<file path="src/hdl/rfpp_pkg.sv">
// Shared types, codes and color scaling functions for the raw frame pixel probe.
`default_nettype none

package rfpp_pkg;

  // Default dimension field width
  localparam int DIM_BITS_DEF = 16;

  // Configuration port
  localparam int CFG_IDX_W  = 2;
  localparam int CFG_DATA_W = 32;

  localparam logic [CFG_IDX_W-1:0] REG_TARGET_X    = 2'd0;
  localparam logic [CFG_IDX_W-1:0] REG_TARGET_Y    = 2'd1;
  localparam logic [CFG_IDX_W-1:0] REG_RGB565_CODE = 2'd2;
  localparam logic [CFG_IDX_W-1:0] REG_BGRA_CODE   = 2'd3;

  localparam logic [31:0] RGB565_CODE_RST = 32'd4;
  localparam logic [31:0] BGRA_CODE_RST   = 32'd5;

  // Result status codes
  localparam logic [2:0] ST_OK     = 3'd0;
  localparam logic [2:0] ST_OOB    = 3'd1;
  localparam logic [2:0] ST_EOS    = 3'd2;
  localparam logic [2:0] ST_PIXEL  = 3'd3;
  localparam logic [2:0] ST_HEADER = 3'd4;
  localparam logic [2:0] ST_DIM    = 3'd5;

  // Pixel format kinds
  localparam logic [1:0] FMT_RGBA   = 2'd0;
  localparam logic [1:0] FMT_RGB565 = 2'd1;
  localparam logic [1:0] FMT_BGRA   = 2'd2;

  // Reciprocals scaled by 2^20 for exact floor division of c*255
  localparam logic [15:0] RECIP31 = 16'd33826;
  localparam logic [14:0] RECIP63 = 15'd16645;

  typedef struct packed {
    logic [15:0] target_x;
    logic [15:0] target_y;
    logic [31:0] rgb565_code;
    logic [31:0] bgra_code;
  } cfg_t;

  // Parser result before color unpacking
  typedef struct packed {
    logic [2:0]  status;
    logic [1:0]  fmt;
    logic [31:0] word;
  } raw_res_t;

  // Final result word
  typedef struct packed {
    logic [7:0] red;
    logic [7:0] green;
    logic [7:0] blue;
    logic [7:0] alpha;
    logic [2:0] status;
  } pix_res_t;

  // Widen a 5-bit channel: floor(c*255/31)
  function automatic logic [7:0] scale5(input logic [4:0] c);
    logic [12:0] n;
    logic [28:0] p;
    n = {c, 8'b0} - 13'(c);
    p = 29'(n) * 29'(RECIP31);
    return p[27:20];
  endfunction

  // Widen a 6-bit channel: floor(c*255/63)
  function automatic logic [7:0] scale6(input logic [5:0] c);
    logic [13:0] n;
    logic [28:0] p;
    n = {c, 8'b0} - 14'(c);
    p = 29'(n) * 29'(RECIP63);
    return p[27:20];
  endfunction

endpackage

`default_nettype wire

</file>
<file path="src/hdl/rfpp_in_if.sv">
// Byte stream channel carrying the frame dump into the probe.
`default_nettype none

interface rfpp_in_if;
  logic       valid;
  logic       ready;
  logic [7:0] data_byte;
  logic       end_of_frame;

  modport source (output valid, output data_byte, output end_of_frame, input ready);
  modport sink   (input valid, input data_byte, input end_of_frame, output ready);
endinterface

`default_nettype wire

</file>
<file path="src/hdl/rfpp_out_if.sv">
// Result channel carrying the captured pixel and status out of the probe.
`default_nettype none

interface rfpp_out_if;
  logic       valid;
  logic       ready;
  logic [7:0] red;
  logic [7:0] green;
  logic [7:0] blue;
  logic [7:0] alpha;
  logic [2:0] status;

  modport source (output valid, output red, output green, output blue, output alpha,
                  output status, input ready);
  modport sink   (input valid, input red, input green, input blue, input alpha,
                  input status, output ready);
endinterface

`default_nettype wire

</file>
<file path="src/hdl/rfpp_hdr_parse.sv">
// Header parser, offset counter and pixel byte capture for one frame.
`default_nettype none

module rfpp_hdr_parse #(
  parameter int DIM_BITS = rfpp_pkg::DIM_BITS_DEF
) (
  input  wire logic              clk_i,
  input  wire logic              rst_ni,
  input  wire logic              accept_i,
  input  wire logic [7:0]        data_byte_i,
  input  wire logic              eof_i,
  input  wire rfpp_pkg::cfg_t    cfg_i,
  output logic                   res_valid_o,
  output rfpp_pkg::raw_res_t     res_o
);
  import rfpp_pkg::*;

  localparam int PROD_W = DIM_BITS + 16;
  localparam int SKIP_W = DIM_BITS + 18;

  localparam logic [4:0] HC_WIDTH_END  = 5'd3;
  localparam logic [4:0] HC_HEIGHT_END = 5'd7;
  localparam logic [4:0] HC_FORMAT_END = 5'd11;
  localparam logic [4:0] HC_HDR_END    = 5'd15;

  logic [4:0]          hc_q, hc_d;
  logic [31:0]         hw_q, hw_d;
  logic [DIM_BITS-1:0] fw_q, fw_d;
  logic [DIM_BITS-1:0] fh_q, fh_d;
  logic [1:0]          fmt_q, fmt_d;
  logic [SKIP_W-1:0]   skip_q, skip_d;
  logic [1:0]          idx_q, idx_d;
  logic [31:0]         pix_q, pix_d;
  logic                given_q, given_d;
  logic [PROD_W-1:0]   prod_q;

  logic [31:0]         hw_new;
  logic                dim_ovf;
  logic [SKIP_W-1:0]   base;
  logic [31:0]         merged;
  logic [1:0]          idx_n;
  logic [1:0]          need;

  assign hw_new  = {data_byte_i, hw_q[31:8]};
  assign dim_ovf = |hw_new[31:DIM_BITS];
  assign base    = SKIP_W'(prod_q) + SKIP_W'(cfg_i.target_x);
  assign idx_n   = idx_q + 2'd1;
  assign need    = (fmt_q == FMT_RGB565) ? 2'd2 : 2'd0;

  // Insert the byte into its lane of the pixel word
  always_comb begin
    merged = pix_q;
    case (idx_q)
      2'd0:    merged[7:0]   = data_byte_i;
      2'd1:    merged[15:8]  = data_byte_i;
      2'd2:    merged[23:16] = data_byte_i;
      default: merged[31:24] = data_byte_i;
    endcase
  end

  // Advance the frame state for one accepted byte
  always_comb begin
    hc_d        = hc_q;
    hw_d        = hw_q;
    fw_d        = fw_q;
    fh_d        = fh_q;
    fmt_d       = fmt_q;
    skip_d      = skip_q;
    idx_d       = idx_q;
    pix_d       = pix_q;
    given_d     = given_q;
    res_valid_o = 1'b0;
    res_o       = '{status: ST_OK, fmt: fmt_q, word: merged};
    if (accept_i) begin
      if (!hc_q[4]) begin
        hw_d = hw_new;
        if (hc_q == HC_WIDTH_END || hc_q == HC_HEIGHT_END) begin
          if (dim_ovf) begin
            if (!given_q) begin
              res_valid_o  = 1'b1;
              res_o.status = ST_DIM;
              given_d      = 1'b1;
            end
          end else if (hc_q == HC_WIDTH_END) begin
            fw_d = hw_new[DIM_BITS-1:0];
          end else begin
            fh_d = hw_new[DIM_BITS-1:0];
          end
        end else if (hc_q == HC_FORMAT_END) begin
          if (hw_new == cfg_i.rgb565_code) begin
            fmt_d = FMT_RGB565;
          end else if (hw_new == cfg_i.bgra_code) begin
            fmt_d = FMT_BGRA;
          end else begin
            fmt_d = FMT_RGBA;
          end
        end else if (hc_q == HC_HDR_END && !given_q) begin
          if (32'(cfg_i.target_x) >= 32'(fw_q) || 32'(cfg_i.target_y) >= 32'(fh_q)) begin
            res_valid_o  = 1'b1;
            res_o.status = ST_OOB;
            given_d      = 1'b1;
          end else begin
            skip_d = (fmt_q == FMT_RGB565) ? (base << 1) : (base << 2);
            idx_d  = 2'd0;
            pix_d  = '0;
          end
        end
        hc_d = hc_q + 5'd1;
      end else if (!given_q) begin
        if (skip_q != '0) begin
          skip_d = skip_q - SKIP_W'(1);
        end else begin
          pix_d = merged;
          idx_d = idx_n;
          if (idx_n == need) begin
            res_valid_o = 1'b1;
            given_d     = 1'b1;
          end
        end
      end
      // Close the frame: report if nothing went out, then rearm
      if (eof_i) begin
        if (!given_d) begin
          res_valid_o = 1'b1;
          if (!hc_d[4]) begin
            res_o.status = ST_HEADER;
          end else if (skip_d != '0) begin
            res_o.status = ST_EOS;
          end else begin
            res_o.status = ST_PIXEL;
          end
        end
        hc_d    = '0;
        hw_d    = '0;
        skip_d  = '0;
        idx_d   = '0;
        pix_d   = '0;
        given_d = 1'b0;
      end
    end
  end

  // Hold the row offset product ready for the end of the header
  always_ff @(posedge clk_i) begin
    prod_q <= PROD_W'(cfg_i.target_y) * PROD_W'(fw_q);
  end

  always_ff @(posedge clk_i or negedge rst_ni) begin
    if (!rst_ni) begin
      hc_q    <= '0;
      hw_q    <= '0;
      fw_q    <= '0;
      fh_q    <= '0;
      fmt_q   <= FMT_RGBA;
      skip_q  <= '0;
      idx_q   <= '0;
      pix_q   <= '0;
      given_q <= 1'b0;
    end else begin
      hc_q    <= hc_d;
      hw_q    <= hw_d;
      fw_q    <= fw_d;
      fh_q    <= fh_d;
      fmt_q   <= fmt_d;
      skip_q  <= skip_d;
      idx_q   <= idx_d;
      pix_q   <= pix_d;
      given_q <= given_d;
    end
  end

  // Once reported, a frame stays silent until it is rearmed
  a_one_per_frame: assert property (@(posedge clk_i) disable iff (!rst_ni)
    given_q |-> !res_valid_o)
    else $error("second result in one frame");

  a_res_needs_word: assert property (@(posedge clk_i) disable iff (!rst_ni)
    res_valid_o |-> accept_i)
    else $error("result without an accepted word");

  a_hdr_count_cap: assert property (@(posedge clk_i) disable iff (!rst_ni)
    hc_q[4] |-> (hc_q[3:0] == 4'd0))
    else $error("header count ran past the header");

  a_rearm_on_eof: assert property (@(posedge clk_i) disable iff (!rst_ni)
    (accept_i && eof_i) |=> (hc_q == 5'd0 && !given_q))
    else $error("frame not rearmed after last word");

endmodule

`default_nettype wire

</file>
<file path="src/hdl/rfpp_pix_unpack.sv">
// Color unpacking of the captured pixel word into RGBA channels.
`default_nettype none

module rfpp_pix_unpack (
  input  wire rfpp_pkg::raw_res_t raw_i,
  output rfpp_pkg::pix_res_t      pix_o
);
  import rfpp_pkg::*;

  logic [15:0] v;

  assign v = raw_i.word[15:0];

  // Pick channels by format; zero them on any error status
  always_comb begin
    pix_o        = '0;
    pix_o.status = raw_i.status;
    if (raw_i.status == ST_OK) begin
      case (raw_i.fmt)
        FMT_RGB565: begin
          pix_o.red   = scale5(v[15:11]);
          pix_o.green = scale6(v[10:5]);
          pix_o.blue  = scale5(v[4:0]);
          pix_o.alpha = 8'hFF;
        end
        FMT_BGRA: begin
          pix_o.red   = raw_i.word[23:16];
          pix_o.green = raw_i.word[15:8];
          pix_o.blue  = raw_i.word[7:0];
          pix_o.alpha = raw_i.word[31:24];
        end
        default: begin
          pix_o.red   = raw_i.word[7:0];
          pix_o.green = raw_i.word[15:8];
          pix_o.blue  = raw_i.word[23:16];
          pix_o.alpha = raw_i.word[31:24];
        end
      endcase
    end
  end

endmodule

`default_nettype wire

</file>
<file path="src/hdl/rfpp_out_skid.sv">
// Result register with a skid stage in front of the result channel.
`default_nettype none

module rfpp_out_skid (
  input  wire logic               clk_i,
  input  wire logic               rst_ni,
  input  wire logic               res_valid_i,
  input  wire rfpp_pkg::pix_res_t res_i,
  output logic                    room_o,
  rfpp_out_if.source              res_o
);
  import rfpp_pkg::*;

  logic     out_v_q;
  logic     skid_v_q;
  pix_res_t out_q;
  pix_res_t skid_q;
  logic     take;

  assign take   = out_v_q & res_o.ready;
  assign room_o = !skid_v_q;

  assign res_o.valid  = out_v_q;
  assign res_o.red    = out_q.red;
  assign res_o.green  = out_q.green;
  assign res_o.blue   = out_q.blue;
  assign res_o.alpha  = out_q.alpha;
  assign res_o.status = out_q.status;

  // Valid flags: fill the output first, spill into the skid on a stall
  always_ff @(posedge clk_i or negedge rst_ni) begin
    if (!rst_ni) begin
      out_v_q  <= 1'b0;
      skid_v_q <= 1'b0;
    end else if (take) begin
      if (skid_v_q) begin
        skid_v_q <= 1'b0;
      end else begin
        out_v_q <= res_valid_i;
      end
    end else if (res_valid_i) begin
      if (!out_v_q) begin
        out_v_q <= 1'b1;
      end else begin
        skid_v_q <= 1'b1;
      end
    end
  end

  // Payload follows the same routing
  always_ff @(posedge clk_i) begin
    if (take && skid_v_q) begin
      out_q <= skid_q;
    end else if (res_valid_i && (take || !out_v_q)) begin
      out_q <= res_i;
    end
    if (res_valid_i && out_v_q && !take) begin
      skid_q <= res_i;
    end
  end

  a_no_overrun: assert property (@(posedge clk_i) disable iff (!rst_ni)
    res_valid_i |-> !skid_v_q)
    else $error("result arrived with skid full");

  a_skid_behind_out: assert property (@(posedge clk_i) disable iff (!rst_ni)
    skid_v_q |-> out_v_q)
    else $error("skid holds a word while output is empty");

  a_skid_drains: assert property (@(posedge clk_i) disable iff (!rst_ni)
    (take && skid_v_q) |=> (out_v_q && !skid_v_q))
    else $error("skid word lost on drain");

endmodule

`default_nettype wire

</file>
<file path="src/hdl/raw_frame_pixel_probe_unit.sv">
// Top level of the raw frame pixel probe: config registers, parser, unpack, output stage.
//
// Usage: the frame dump enters on in_i one byte per word, with end_of_frame set on
// the last byte. Each frame opens with a 16-byte little-endian header (width, height,
// format, an ignored color space word). The configured target pixel is located and
// reported on res_o as one word per frame: RGBA with status ok, or an error status
// with all channels zero (errors at the latest on the end_of_frame byte).
// Configuration goes through cfg_we_i/cfg_idx_i/cfg_data_i: 0 target_x, 1 target_y,
// 2 RGB565 format code, 3 BGRA format code. Write it while no frame is in flight.
// Throughput: one byte per cycle while in_i.ready is high; every byte updates counters
// and capture registers in its accept cycle; the row offset product sits in a register.
// Output: a result is captured in the result register, or in the skid word on a stall.
// Stall: a result register plus a one-word skid stage hold results while res_o is
// stalled; in_i.ready drops only once the skid word is occupied.
// Reset: asynchronous, clears the frame state and restores default register values
// (target 0,0; RGB565 code 4; BGRA code 5); no clearing pass is needed.
`default_nettype none

module raw_frame_pixel_probe_unit #(
  parameter int DIM_BITS = rfpp_pkg::DIM_BITS_DEF
) (
  input  wire logic                            clk_i,
  input  wire logic                            rst_ni,
  input  wire logic                            cfg_we_i,
  input  wire logic [rfpp_pkg::CFG_IDX_W-1:0]  cfg_idx_i,
  input  wire logic [rfpp_pkg::CFG_DATA_W-1:0] cfg_data_i,
  rfpp_in_if.sink                              in_i,
  rfpp_out_if.source                           res_o
);
  import rfpp_pkg::*;

  cfg_t     cfg_q;
  logic     accept;
  logic     room;
  logic     raw_valid;
  raw_res_t raw;
  pix_res_t pix;

  assign in_i.ready = room;
  assign accept     = in_i.valid & room;

  // Configuration registers
  always_ff @(posedge clk_i or negedge rst_ni) begin
    if (!rst_ni) begin
      cfg_q.target_x    <= '0;
      cfg_q.target_y    <= '0;
      cfg_q.rgb565_code <= RGB565_CODE_RST;
      cfg_q.bgra_code   <= BGRA_CODE_RST;
    end else if (cfg_we_i) begin
      case (cfg_idx_i)
        REG_TARGET_X:    cfg_q.target_x    <= cfg_data_i[15:0];
        REG_TARGET_Y:    cfg_q.target_y    <= cfg_data_i[15:0];
        REG_RGB565_CODE: cfg_q.rgb565_code <= cfg_data_i;
        REG_BGRA_CODE:   cfg_q.bgra_code   <= cfg_data_i;
        default:         cfg_q             <= cfg_q;
      endcase
    end
  end

  rfpp_hdr_parse #(
    .DIM_BITS (DIM_BITS)
  ) u_parse (
    .clk_i       (clk_i),
    .rst_ni      (rst_ni),
    .accept_i    (accept),
    .data_byte_i (in_i.data_byte),
    .eof_i       (in_i.end_of_frame),
    .cfg_i       (cfg_q),
    .res_valid_o (raw_valid),
    .res_o       (raw)
  );

  rfpp_pix_unpack u_unpack (
    .raw_i (raw),
    .pix_o (pix)
  );

  rfpp_out_skid u_out (
    .clk_i       (clk_i),
    .rst_ni      (rst_ni),
    .res_valid_i (raw_valid),
    .res_i       (pix),
    .room_o      (room),
    .res_o       (res_o)
  );

endmodule

`default_nettype wire
</file>
<file path="src/flat_wrapper.sv">
// flat-port wrapper written by rule: the top's interface ports become plain ports
module raw_frame_pixel_probe_unit_flat import rfpp_pkg::*;
#(
  parameter int DIM_BITS = rfpp_pkg::DIM_BITS_DEF
)
  (clk_i, rst_ni, cfg_we_i, cfg_idx_i, cfg_data_i, in_i_valid, in_i_data_byte, in_i_end_of_frame, in_i_ready, res_o_valid, res_o_red, res_o_green, res_o_blue, res_o_alpha, res_o_status, res_o_ready);
  rfpp_in_if in_i_i ();
  rfpp_out_if res_o_i ();
  input  wire logic clk_i;
  input  wire logic rst_ni;
  input  wire logic cfg_we_i;
  input  wire logic [rfpp_pkg::CFG_IDX_W-1:0] cfg_idx_i;
  input  wire logic [rfpp_pkg::CFG_DATA_W-1:0] cfg_data_i;
  input wire logic [$bits(in_i_i.valid)-1:0] in_i_valid;
  input wire logic [$bits(in_i_i.data_byte)-1:0] in_i_data_byte;
  input wire logic [$bits(in_i_i.end_of_frame)-1:0] in_i_end_of_frame;
  output wire logic [$bits(in_i_i.ready)-1:0] in_i_ready;
  output wire logic [$bits(res_o_i.valid)-1:0] res_o_valid;
  output wire logic [$bits(res_o_i.red)-1:0] res_o_red;
  output wire logic [$bits(res_o_i.green)-1:0] res_o_green;
  output wire logic [$bits(res_o_i.blue)-1:0] res_o_blue;
  output wire logic [$bits(res_o_i.alpha)-1:0] res_o_alpha;
  output wire logic [$bits(res_o_i.status)-1:0] res_o_status;
  input wire logic [$bits(res_o_i.ready)-1:0] res_o_ready;
  assign in_i_i.valid = in_i_valid;
  assign in_i_i.data_byte = in_i_data_byte;
  assign in_i_i.end_of_frame = in_i_end_of_frame;
  assign in_i_ready = in_i_i.ready;
  assign res_o_valid = res_o_i.valid;
  assign res_o_red = res_o_i.red;
  assign res_o_green = res_o_i.green;
  assign res_o_blue = res_o_i.blue;
  assign res_o_alpha = res_o_i.alpha;
  assign res_o_status = res_o_i.status;
  assign res_o_i.ready = res_o_ready;
  raw_frame_pixel_probe_unit #(.DIM_BITS(DIM_BITS)) u_core (.clk_i(clk_i), .rst_ni(rst_ni), .cfg_we_i(cfg_we_i), .cfg_idx_i(cfg_idx_i), .cfg_data_i(cfg_data_i), .in_i(in_i_i), .res_o(res_o_i));
endmodule
</file>
<file path="config.mk">
export PLATFORM = sky130hd
export DESIGN_NAME = raw_frame_pixel_probe_unit_flat
export DESIGN_NICKNAME = d
export VERILOG_FILES = /design/src/hdl/rfpp_pkg.sv /design/src/hdl/rfpp_in_if.sv /design/src/hdl/rfpp_out_if.sv /design/src/hdl/rfpp_hdr_parse.sv /design/src/hdl/rfpp_pix_unpack.sv /design/src/hdl/rfpp_out_skid.sv /design/src/hdl/raw_frame_pixel_probe_unit.sv /design/src/flat_wrapper.sv
export SDC_FILE = /design/constraint.sdc
export NUM_CORES = 1
export LEC_CHECK = 0
export BUFFER_PORTS_ARGS = -buffer_cell sky130_fd_sc_hd__buf_2
export CAP_MARGIN = 10
export CORE_ASPECT_RATIO = 1.2
export CORE_MARGIN = 1
export CORE_UTILIZATION = 40
export DETAILED_ROUTE_END_ITERATION = 7
export PLACE_DENSITY = 0.56
export SETUP_SLACK_MARGIN = 0.02
export SLEW_MARGIN = 30
export SYNTH_ARGS = -nofsm -noshare
export SYNTH_HDL_FRONTEND = slang
export SYNTH_SLANG_ARGS = --single-unit
export TNS_END_PERCENT = 50
</file>
<file path="constraint.sdc">
create_clock -name clk_i -period 21 [get_ports clk_i]
set_clock_uncertainty 0.1 [all_clocks]
set_input_delay 0 -clock clk_i [delete_from_list [all_inputs] [get_ports clk_i]]
set_output_delay 0 -clock clk_i [all_outputs]
set_load 0.01 [all_outputs]
</file>
==> impl_metrics.env, run 1 <==
export IMPL_hold_slack_ps=-28.7
export IMPL_status="complete, but fails checks"
export IMPL_gr_usage_all_layers=0.227
export IMPL_synth_seq_cells=332
export IMPL_min_period_ps=7770
export IMPL_pre_cts_slack_ps=13200
export IMPL_worstMarginPinSlew_ps=944
export IMPL_dieArea_sq_um=77400
export IMPL_final_nets=3846
export IMPL_hold_path_class="in2async"
export IMPL_core_sq_um=75300
export IMPL_relSlewSlack=0.353
export IMPL_synth_cells=3173
export IMPL_grt_pass1_wl_um=137000
export IMPL_std_cell_rows=110
export IMPL_synthArstFlopShare=0.693
export IMPL_fin_crit_sh=0.370
export IMPL_insertion_delay_ps=600
export IMPL_drtAntennaViolNets=0
export IMPL_synth_area_leaders="dfrtp_1, ha_1, fa_1"
export IMPL_crit_top_cell="ha_1"
export IMPL_synth_top_cell_area_share=0.186
export IMPL_antenna_cells=0
export IMPL_drc=0
export IMPL_antenna_found_initial=1
export IMPL_h_tree_depth=2
export IMPL_critical_path_arrival_ps=8020
export IMPL_drtPass1Iterations=5
export IMPL_seq_area_frac_synth=0.279
export IMPL_clkTransAtPathRegs_ps=70
export IMPL_violations="negative hold slack"
export IMPL_syn_area_sq_um=30500
export IMPL_end_kind="flip-flop"
export IMPL_numPortBuffers=84
export IMPL_fmax_mhz=129
export IMPL_cts_resized=0
export IMPL_die_w_um=254
export IMPL_startpoint_type="flip-flop"
export IMPL_crit_slowest_cell="mux2i_2"
export IMPL_slew_violations=0
export IMPL_clockBufferDepth=3
export IMPL_wl_per_cell_um=19.9
export IMPL_start_util=0.405
export IMPL_vias=23200
export IMPL_cts_sinks=332
export IMPL_path_class="reg2reg"
export IMPL_yosys_warnings=0
export IMPL_maxCapViolations=0
export IMPL_cts_buffers=40
export IMPL_setup_violations=0
export IMPL_cp_max_fo=11
export IMPL_fin_cells=4265
export IMPL_syn_mean_instance_area_sq_um=9.62
export IMPL_clock_root_buffer="clkbuf_16"
export IMPL_worst_slack_ps=13230
export IMPL_syn_nets=3794
export IMPL_drt_vias_per_instance=5.44
export IMPL_synth_top_area_cell="dfrtp_1"
export IMPL_synth_main_ff_cell="dfrtp_1"
export IMPL_final_layout_size_suffix_gt1_frac=0.108
export IMPL_overflow=0
export IMPL_area_delta_synth_final_pct=10.5
export IMPL_die_h_um=305
export IMPL_cts_tree="yes"
export IMPL_final_util=0.448
export IMPL_synth_distinct_cells=88
export IMPL_cpPeakStageDelay_ps=660
export IMPL_drt_iter0_drc=1331
export IMPL_setup_tns_ps=0
export IMPL_hold_violations=6
export IMPL_worstPathRequired_ps=21250
export IMPL_grt_pass1_vias=24100
export IMPL_globalplace_congestion=0.858
export IMPL_synth_edf_count=70
export IMPL_drt_wl_total_um=85000
export IMPL_grt_start_max_net_pins=117
export IMPL_hpwlAfterDp_um=62900
export IMPL_grt_setup_unrepaired="false"
export IMPL_dp_cells=4143
export IMPL_pin_count=85
[worst max-delay path: cells and delay by family, from the launching register on]
kind                     cells  cell delay (ps)
multiplexers                 2              940
buffers and inverters        1              110
adder cells (fa/ha/maj)      8             2740
XOR/XNOR                     3              730
AND/OR/NAND/NOR              2              360
AO/OA/AOI/OAI               10             2080
flip-flops                   1              450
[layout by cell type, fill, tap and decap left out, types with 9 or more instances in the layout]
cell	n
xor2_1	100
o22ai_1	9
o21a_1	19
dlygate4sd3_1	48
clkbuf_1	14
o211ai_1	12
clkbuf_16	41
nand2_1	360
a211o_1	15
nor4_1	47
and2_1	90
o21ai_0	139
nor2_1	135
xnor2_1	63
nor3_1	50
a31oi_1	22
mux2i_1	35
buf_2	83
a211oi_1	29
inv_1	339
a21oi_1	111
dfxtp_1	32
nand2b_1	23
a21o_1	21
edfxtp_1	70
o31ai_1	36
ha_1	353
or3_1	12
or4_1	10
buf_4	31
mux2_2	128
dfrtp_1	226
nor2b_1	12
a22o_1	48
fa_1	219
a221oi_1	10
nand4_1	26
and3_1	21
nand3_1	50
[area by class of cell]
class | instances | area [sq um]
Inverter | 341 | 1280
Multi-Input combinational cell | 2346 | 20200
Clock inverter | 13 | 180
Sequential cell | 332 | 8500
Tap cell | 1008 | 1260
Timing Repair Buffer | 164 | 1150
Fill cell | 7304 | 41600
Clock buffer | 61 | 1160
[kinds of logic after synthesis]
| logic type | count (synthesis) | synth area share |
|---|---|---|
| adder cells (fa/ha/maj) | 573 | 0.289 |
| multiplexers | 165 | 0.0596 |
| XOR/XNOR | 163 | 0.0468 |
| buffers and inverters | 495 | 0.0623 |
| AO/OA/AOI/OAI | 554 | 0.122 |
| AND/OR/NAND/NOR | 891 | 0.142 |
| flip-flops | 332 | 0.279 |
[state kept, by name, summed over array words and instances, names as in the netlist, 2 cells and up]
name                       cells
u_core.u_parse.fmt_q           2
u_core.u_parse.pix_q          32
u_core.u_parse.fh_q           16
u_core.u_parse.prod_q         32
u_core.u_out.res_o.blue        8
u_core.u_out.res_o.status      3
u_core.u_parse.hw_q           24
u_core.u_parse.idx_q           2
u_core.u_parse.hc_q            5
u_core.u_out.res_o.green       8
u_core.u_out.skid_q           35
u_core.u_parse.skip_q         34
u_core.u_parse.fw_q           16
u_core.u_out.res_o.red         8
u_core.u_out.res_o.alpha       8
u_core.cfg_q                  96
[repair_timing]
| action | CTS | global route |
|---|---|---|
| hold buffers | 48 | 0 |
| hold endpoints to repair | 275 | 0 |
| buffers inserted | 0 | 0 |
[layer usage]
metal,global-route usage,vias to the layer above,share of wire
li1,-,11100,-
met1,0.298,11500,0.44
met2,0.391,457,0.50
met3,0.0248,115,0.035
met4,0.0692,0,0.029
met5,0,-,0
[cell usage after synthesis, types with 8 or more instances]
library cell  number
a31o_2             8
o21ai_0          139
dfrtp_1          227
nand2_1          362
nand4_1           26
xnor2_1           63
a21oi_1          111
o21a_1            19
o211ai_1          12
o31ai_1           37
dfxtp_1           32
and3_1            23
or3_1             12
o41ai_1            8
nand2b_1          23
nor3_1            51
buf_2             10
a211oi_1          29
or4_1             10
nor4_1            47
a221oi_1          10
buf_1             11
mux2i_1           35
edfxtp_1          70
ha_1             354
a22o_1            48
fa_1             219
or2_2              8
nor2b_1           12
o22ai_1            9
a211o_1           15
a31oi_1           22
and2_1            90
mux2_2           128
xor2_1           100
inv_1            339
nand3_1           50
nor2_1           136
clkbuf_1         127
a21o_1            21
[final timing paths]
| path | start | end | slack [ps] | cells after the start |
|---|---|---|---|---|
| max in group asynchronous | rst_ni | u_core.u_parse.hc_q[4]$_DFFE_PN0P_ | 18560 | 4 |
| setup / recovery | u_core.u_parse.idx_q[0]$_DFFE_PN0P_ | u_core.u_out.res_o.green[6]$_DFFE_PP_ | 13230 | 26 |
| hold / removal | rst_ni | u_core.cfg_q[26]$_DFFE_PN0P_ | -30 | 2 |
| min in group clk_i | cfg_data_i[29] | u_core.cfg_q[29]$_DFFE_PN0P_ | 80 | 3 |
| hold reg to reg | u_core.u_parse.pix_q[11]$_DFFE_PN0P_ | u_core.u_parse.pix_q[11]$_DFFE_PN0P_ | 380 | 2 |
| setup reg to reg | u_core.u_parse.idx_q[0]$_DFFE_PN0P_ | u_core.u_out.res_o.green[6]$_DFFE_PP_ | 13230 | 26 |
[per-stage QoR]
| step | area, sq um | hold WS [ps] |
|---|---|---|
| floorplan | 30500 | -396 |
| global placement | 31900 | 68.0 |
| detailed placement | 31900 | 61.9 |
| CTS | 33700 | 4.71 |
| global route | 33700 | 63.9 |
| finish | 33700 | -28.7 |
Power of run 1 is not shown: default switching activity piles up to over one toggle a cycle in this logic, so the estimate is an artifact.
==> run 2: changes to the inputs <==
- ABC_AREA: unset -> 1
- clock period: 21 -> 7.6 ns (I/O delays scaled with it)
==> impl_metrics.env, run 2 <==
export IMPL_dieArea_sq_um=81600
export IMPL_largest_reg_flops=96
export IMPL_pre_cts_slack_ps=650
export IMPL_grt_setup_unrepaired="false"
export IMPL_clkTransAtPathRegs_ps=80
export IMPL_synthTopCellsByCount="nand2_1, inv_1, ha_1"
export IMPL_critical_path_arrival_ps=7100
export IMPL_core_sq_um=79300
export IMPL_synth_edf_count=70
export IMPL_seq_area_frac_synth=0.264
export IMPL_hold_path_class="in2reg"
export IMPL_cpPeakStageDelay_ps=530
export IMPL_p_seq_frac=0.379
export IMPL_crit_cells=33
export IMPL_worst_slack_ps=733
export IMPL_setup_violations=0
export IMPL_synth_main_ff_cell="dfrtp_1"
export IMPL_vias=27600
export IMPL_top_regs="u_core.cfg_q: 96 flops, u_core.u_out.skid_q: 35 flops, u_core.u_parse.skip_q: 34 flops"
export IMPL_drtAntennaViolNets=0
export IMPL_hpwlAfterDp_um=73800
export IMPL_grt_pass1_vias=28000
export IMPL_grt_start_max_net_pins=126
export IMPL_end_kind="flip-flop"
export IMPL_die_w_um=261
export IMPL_area_delta_synth_final_pct=10.5
export IMPL_syn_area_sq_um=32200
export IMPL_drtPass1Iterations=6
export IMPL_rrSetupSlack_ps=730
export IMPL_path_delay_family="adder cells"
export IMPL_path_buf_inv=6
export IMPL_ir_drop_v=0.000185
export IMPL_final_layout_size_suffix_gt1_frac=0.0689
export IMPL_hold_depth=3
export IMPL_clockBufferDepth=3
export IMPL_cts_sinks=332
export IMPL_synth_top_cell_area_share=0.177
export IMPL_pin_count=85
export IMPL_globalplace_congestion=0.918
export IMPL_clockPowerShare=0.337
export IMPL_cts_setup_buffers=0
export IMPL_p_comb_frac=0.284
export IMPL_start_util=0.406
export IMPL_ff2ff_path_depth=33
export IMPL_worstMarginPinSlew_ps=1050
export IMPL_post_synth_top_count_cell="nand2_1"
export IMPL_setup_tns_ps=0
export IMPL_n_fill_cell=8049
export IMPL_gr_usage_all_layers=0.243
export IMPL_p_per_area_nw_per_um2=169
export IMPL_cts_tree="yes"
export IMPL_r2r_start="u_core.u_parse.idx_q[0]$_DFFE_PN0P_"
export IMPL_worstPathRequired_ps=7830
export IMPL_p_sw_frac=0.359
export IMPL_h_tree_depth=2
export IMPL_synth_top_area_cell="dfrtp_1"
export IMPL_final_common_cell="nand2_1"
export IMPL_crit_end="u_core.u_out.res_o.green[7]$_DFFE_PP_"
export IMPL_yosys_warnings=0
export IMPL_switchingPower_mw=2.16
export IMPL_synth_seq_cells=332
export IMPL_drt_iter0_drc=1658
export IMPL_fmax_mhz=146
export IMPL_final_nets=4911
export IMPL_maxCapViolations=0
export IMPL_wl_per_cell_um=18.0
export IMPL_drt_wl_total_um=96300
export IMPL_status="complete, no violations"
export IMPL_fin_crit_sh=0.904
export IMPL_drt_vias_per_instance=5.14
export IMPL_finalPower_mw=6.02
export IMPL_p_leak_nw=19.2
export IMPL_syn_mean_instance_area_sq_um=7.61
export IMPL_numPortBuffers=84
export IMPL_synth_distinct_cells=56
export IMPL_drc=0
export IMPL_hold_violations=0
export IMPL_relSlewSlack=0.300
export IMPL_crit_start="u_core.u_parse.idx_q[0]$_DFFE_PN0P_"
export IMPL_grt_pass1_wl_um=154000
export IMPL_ff_latch_area_sq_um=8500
export IMPL_multi_input_area_sq_um=20100
export IMPL_synth_cells=4225
export IMPL_final_cell_mix="nand2_1, inv_1, ha_1"
export IMPL_cp_max_fo=16
export IMPL_min_period_ps=6870
export IMPL_crit_slowest_cell="fa_1"
export IMPL_synth_area_leaders="dfrtp_1, ha_1, fa_1"
export IMPL_syn_nets=4846
export IMPL_insertion_delay_ps=590
export IMPL_startpoint_type="flip-flop"
export IMPL_reg2reg_to="u_core.u_out.res_o.green[7]$_DFFE_PP_"
export IMPL_slew_violations=0
export IMPL_regMostFlops="u_core.cfg_q"
export IMPL_p_int_mw=3.86
export IMPL_synthArstFlopShare=0.693
export IMPL_cts_buffers=40
export IMPL_std_cell_rows=113
export IMPL_die_h_um=313
export IMPL_path_class="reg2reg"
export IMPL_antenna_found_initial=1
export IMPL_antenna_cells=0
export IMPL_crit_top_cell="nand2_1"
export IMPL_overflow=0
export IMPL_clock_root_buffer="clkbuf_16"
## run 2: logic make-up after synthesis
group	share of synthesized area
AOI/OAI and AO/OA	0.0983
xor gates and xnor gates	0.0297
DFF	0.264
adders and majority gates	0.274
and+or+nand+nor	0.222
buffers and inverters	0.112
## run 2: layout make-up
cell class | count | share of cell area
inverter | 769 | 0.0812
clock inverter | 16 | 0.00500
tap | 1035 | 0.0364
timing repair buffer | 189 | 0.0385
clock buffer | 58 | 0.0336
multi-input combinational | 2958 | 0.566
sequential | 332 | 0.239
## run 2: repair_timing
item / in CTS / in global routing
gates resized for setup: 0 / 1
endpoints found under the hold margin: 261 / 38
setup endpoints to repair: 0 / 1
hold buffers: 45 / 1
## run 2: through the flow
stage | utilization | hold slack (ps) | area (sq um) | instances
6_report | 0.448 | 50.7 | 35600 | 5357
3_3_place_gp | 0.424 | 69.3 | 33700 | 5235
5_1_grt | 0.448 | 92.0 | 35600 | 5357
4_1_cts | 0.448 | 7.31 | 35500 | 5355
3_5_place_dp | 0.425 | 77.0 | 33700 | 5236
2_1_floorplan | - | -396 | 32200 | 4225
## run 2: metal layers
metal,global-route usage,wire [um]
met2,0.426,47400
met4,0.0985,4090
met1,0.300,40400
met5,0,13
met3,0.0291,4310
## run 2: how the worst min path moves through the flow
stage / from / endpoint / slack (ps)
2_1_floorplan: rst_ni / u_core.cfg_q[10]$_DFFE_PN0P_ / -400
3_3_place_gp: rst_ni / u_core.cfg_q[61]$_DFFE_PN0P_ / 70
3_5_place_dp: rst_ni / u_core.cfg_q[61]$_DFFE_PN0P_ / 80
4_1_cts: cfg_we_i / u_core.cfg_q[71]$_DFFE_PN0P_ / 7
5_1_grt: cfg_we_i / u_core.cfg_q[71]$_DFFE_PN0P_ / 90
6_report: cfg_we_i / u_core.cfg_q[71]$_DFFE_PN0P_ / 50
## run 2: worst min-delay path: cells and delay by family
kind / cells / cell delay (ps)
AOI/OAI and AO/OA: 1 / 130
and+or+nand+nor: 1 / 420
buffers and inverters: 1 / 150
## run 2: power groups by stage
stage,registers [mW],clock network [mW],logic [mW]
floorplan,2.24,0,1.15
global placement,2.32,0,1.67
detailed placement,2.31,0,1.69
global route,2.30,2.15,1.93
finish,2.28,2.03,1.71
CTS,2.28,2.08,1.72
(Power assumes the default switching activity.)
==> run 3: changes to the inputs <==
- CORE_MARGIN: 1 -> unset
- CORE_UTILIZATION: 40 -> 55
- PLACE_DENSITY: 0.56 -> 0.73
- clock period: 7.6 -> 6.95 ns (I/O delays scaled with it)
==> impl_metrics.env, run 3 (synthesis results as in run 2) <==
export IMPL_drt_wl_total_um=91300
export IMPL_core_sq_um=57500
export IMPL_antenna_cells=0
export IMPL_hold_violations=24
export IMPL_ff_latch_area_sq_um=8500
export IMPL_cts_buffers=38
export IMPL_hpwlAfterDp_um=70300
export IMPL_path_buf_inv=4
export IMPL_final_cell_mix="nand2_1, inv_1, ha_1"
export IMPL_clockBufferDepth=3
export IMPL_drc=0
export IMPL_clkTransAtPathRegs_ps=60
export IMPL_crit_slowest_cell="dfrtp_1"
export IMPL_critical_path_arrival_ps=6890
export IMPL_maxCapViolations=0
export IMPL_drt_vias_per_instance=5.56
export IMPL_clock_root_buffer="clkbuf_16"
export IMPL_final_common_cell="nand2_1"
export IMPL_hold_path_class="in2async"
export IMPL_path_class="reg2reg"
export IMPL_cpPeakStageDelay_ps=710
export IMPL_drtAntennaViolNets=0
export IMPL_worstPathRequired_ps=7310
export IMPL_cts_tree="yes"
export IMPL_reg2reg_to="u_core.u_parse.prod_q[29]$_DFF_P_"
export IMPL_setup_violations=0
export IMPL_globalplace_congestion=0.943
export IMPL_ir_drop_v=0.000210
export IMPL_grt_pass1_wl_um=148000
export IMPL_worstMarginPinSlew_ps=1030
export IMPL_violations="negative hold slack"
export IMPL_status="complete, but fails checks"
export IMPL_numPortBuffers=84
export IMPL_fin_crit_sh=0.938
export IMPL_overflow=0
export IMPL_die_h_um=267
export IMPL_regMostFlops="u_core.cfg_q"
export IMPL_die_w_um=223
export IMPL_p_per_area_nw_per_um2=184
export IMPL_cp_cell_sequence="buf_4 > nand2_1 > fa_1 > inv_1 > fa_1 > ha_1 > fa_1 > inv_1 > fa_1 > inv_1 > fa_1 > ha_1 > a21oi_1 > o21ai_0 > a21oi_1 > o21ai_0 > a21boi_0 > o21a_1 > o21ai_0 > nand3_1 > nand2_1 > xor2_1"
export IMPL_slew_violations=0
export IMPL_cts_sinks=332
export IMPL_crit_top_cell="fa_1"
export IMPL_startpoint_type="flip-flop"
export IMPL_dieArea_sq_um=59500
export IMPL_final_layout_size_suffix_gt1_frac=0.0708
export IMPL_top_regs="u_core.cfg_q: 96 flops, u_core.u_out.skid_q: 35 flops, u_core.u_parse.skip_q: 34 flops"
export IMPL_p_leak_nw=19.2
export IMPL_h_tree_depth=2
export IMPL_end_kind="flip-flop"
export IMPL_area_delta_synth_final_pct=9.33
export IMPL_multi_input_area_sq_um=20200
export IMPL_grt_setup_unrepaired="false"
export IMPL_relSlewSlack=0.314
export IMPL_finalPower_mw=6.46
export IMPL_largest_reg_flops=96
export IMPL_ff2ff_path_depth=22
export IMPL_r2r_start="u_core.cfg_q[67]$_DFFE_PN0P_"
export IMPL_grt_start_max_net_pins=125
export IMPL_hold_slack_ps=-29.3
export IMPL_rrSetupSlack_ps=430
export IMPL_antenna_found_initial=1
export IMPL_cp_max_fo=13
export IMPL_drt_iter0_drc=1974
export IMPL_min_period_ps=6520
export IMPL_gr_usage_all_layers=0.316
export IMPL_path_delay_family="adder cells"
export IMPL_final_nets=4912
export IMPL_insertion_delay_ps=580
export IMPL_setup_tns_ps=0
export IMPL_pin_count=85
export IMPL_drtPass1Iterations=6
export IMPL_std_cell_rows=96
export IMPL_grt_pass1_vias=27900
export IMPL_start_util=0.559
export IMPL_vias=28100
export IMPL_wl_per_cell_um=18.1
export IMPL_n_fill_cell=5097
export IMPL_fmax_mhz=153
==> run 3: cell types whose count changed in the layout (fill, tap and decap cells not counted), moves of 2 or more <==
cell / previous run / this run
buf_4: 56 / 61
clkbuf_1: 10 / 5
clkbuf_16: 44 / 39
clkbuf_8: 4 / 6
clkinv_2: 5 / 8
dlygate4sd3_1: 46 / 44
o21ai_0: 308 / 304
o21ai_1: 9 / 13
==> run 3: worst max-delay path by stage <==
stage / start / to / slack [ps] / depth (start not counted)
after floorplan: u_core.cfg_q[69]$_DFFE_PN0P_ / u_core.u_parse.prod_q[29]$_DFF_P_ / 770 / 25
after global placement: u_core.u_parse.idx_q[1]$_DFFE_PN0P_ / u_core.u_out.res_o.green[7]$_DFFE_PP_ / 480 / 36
after detailed placement: u_core.u_parse.idx_q[1]$_DFFE_PN0P_ / u_core.u_out.res_o.green[7]$_DFFE_PP_ / 340 / 36
after CTS: u_core.u_parse.idx_q[1]$_DFFE_PN0P_ / u_core.u_out.res_o.green[7]$_DFFE_PP_ / 310 / 36
after global routing: u_core.u_parse.idx_q[0]$_DFFE_PN0P_ / u_core.u_out.res_o.blue[7]$_DFFE_PP_ / 60 / 34
final: u_core.cfg_q[67]$_DFFE_PN0P_ / u_core.u_parse.prod_q[29]$_DFF_P_ / 430 / 22
==> run 3: final cells by class <==
class                      count  share of cell area
clock buffer                  50              0.0306
clock inverter                20             0.00623
inverter                     769              0.0821
multi-input combinational   2958               0.573
sequential                   332               0.242
tap                          735              0.0261
timing repair buffer         192              0.0399
==> run 3: per-stage QoR <==
step	area (sq um)	instances	utilization	setup WS, ps
floorplan	32200	4225	-	774
global placement	33300	4940	0.579	482
detailed placement	33400	4942	0.581	340
CTS	35100	5056	0.611	308
global route	35200	5056	0.611	56.2
finish	35200	5056	0.611	428
==> run 3: repair_timing <==
action	4_1_cts	5_1_grt
setup endpoints to repair	0	13
gates resized for setup	0	9
hold endpoints to repair	301	0
setup buffers	0	0
hold buffers	44	0
==> run 3: metal layers <==
| metal | vias up | GRT usage | share of wire |
|---|---|---|---|
| met2 | 1002 | 0.555 | 0.49 |
| met3 | 240 | 0.0361 | 0.054 |
| met1 | 13400 | 0.388 | 0.41 |
| met4 | 2 | 0.145 | 0.048 |
| li1 | 13500 | - | - |
| met5 | - | 0 | 0.00012 |
==> run 3: worst reg2reg max path: cells and delay by family, from the launching register on <==
kind / cells / cell delay, ps
xor+xnor: 1 / 140
buf+inv: 4 / 420
simple gates: 3 / 260
fa+ha+maj: 7 / 3270
compound gates: 7 / 1570
flops: 1 / 710
==> run 3: report_power, final <==
part	switching, mW	internal, mW	total, mW
clock network	0.903	1.19	2.09
logic	1.21	0.674	1.89
registers	0.207	2.27	2.48
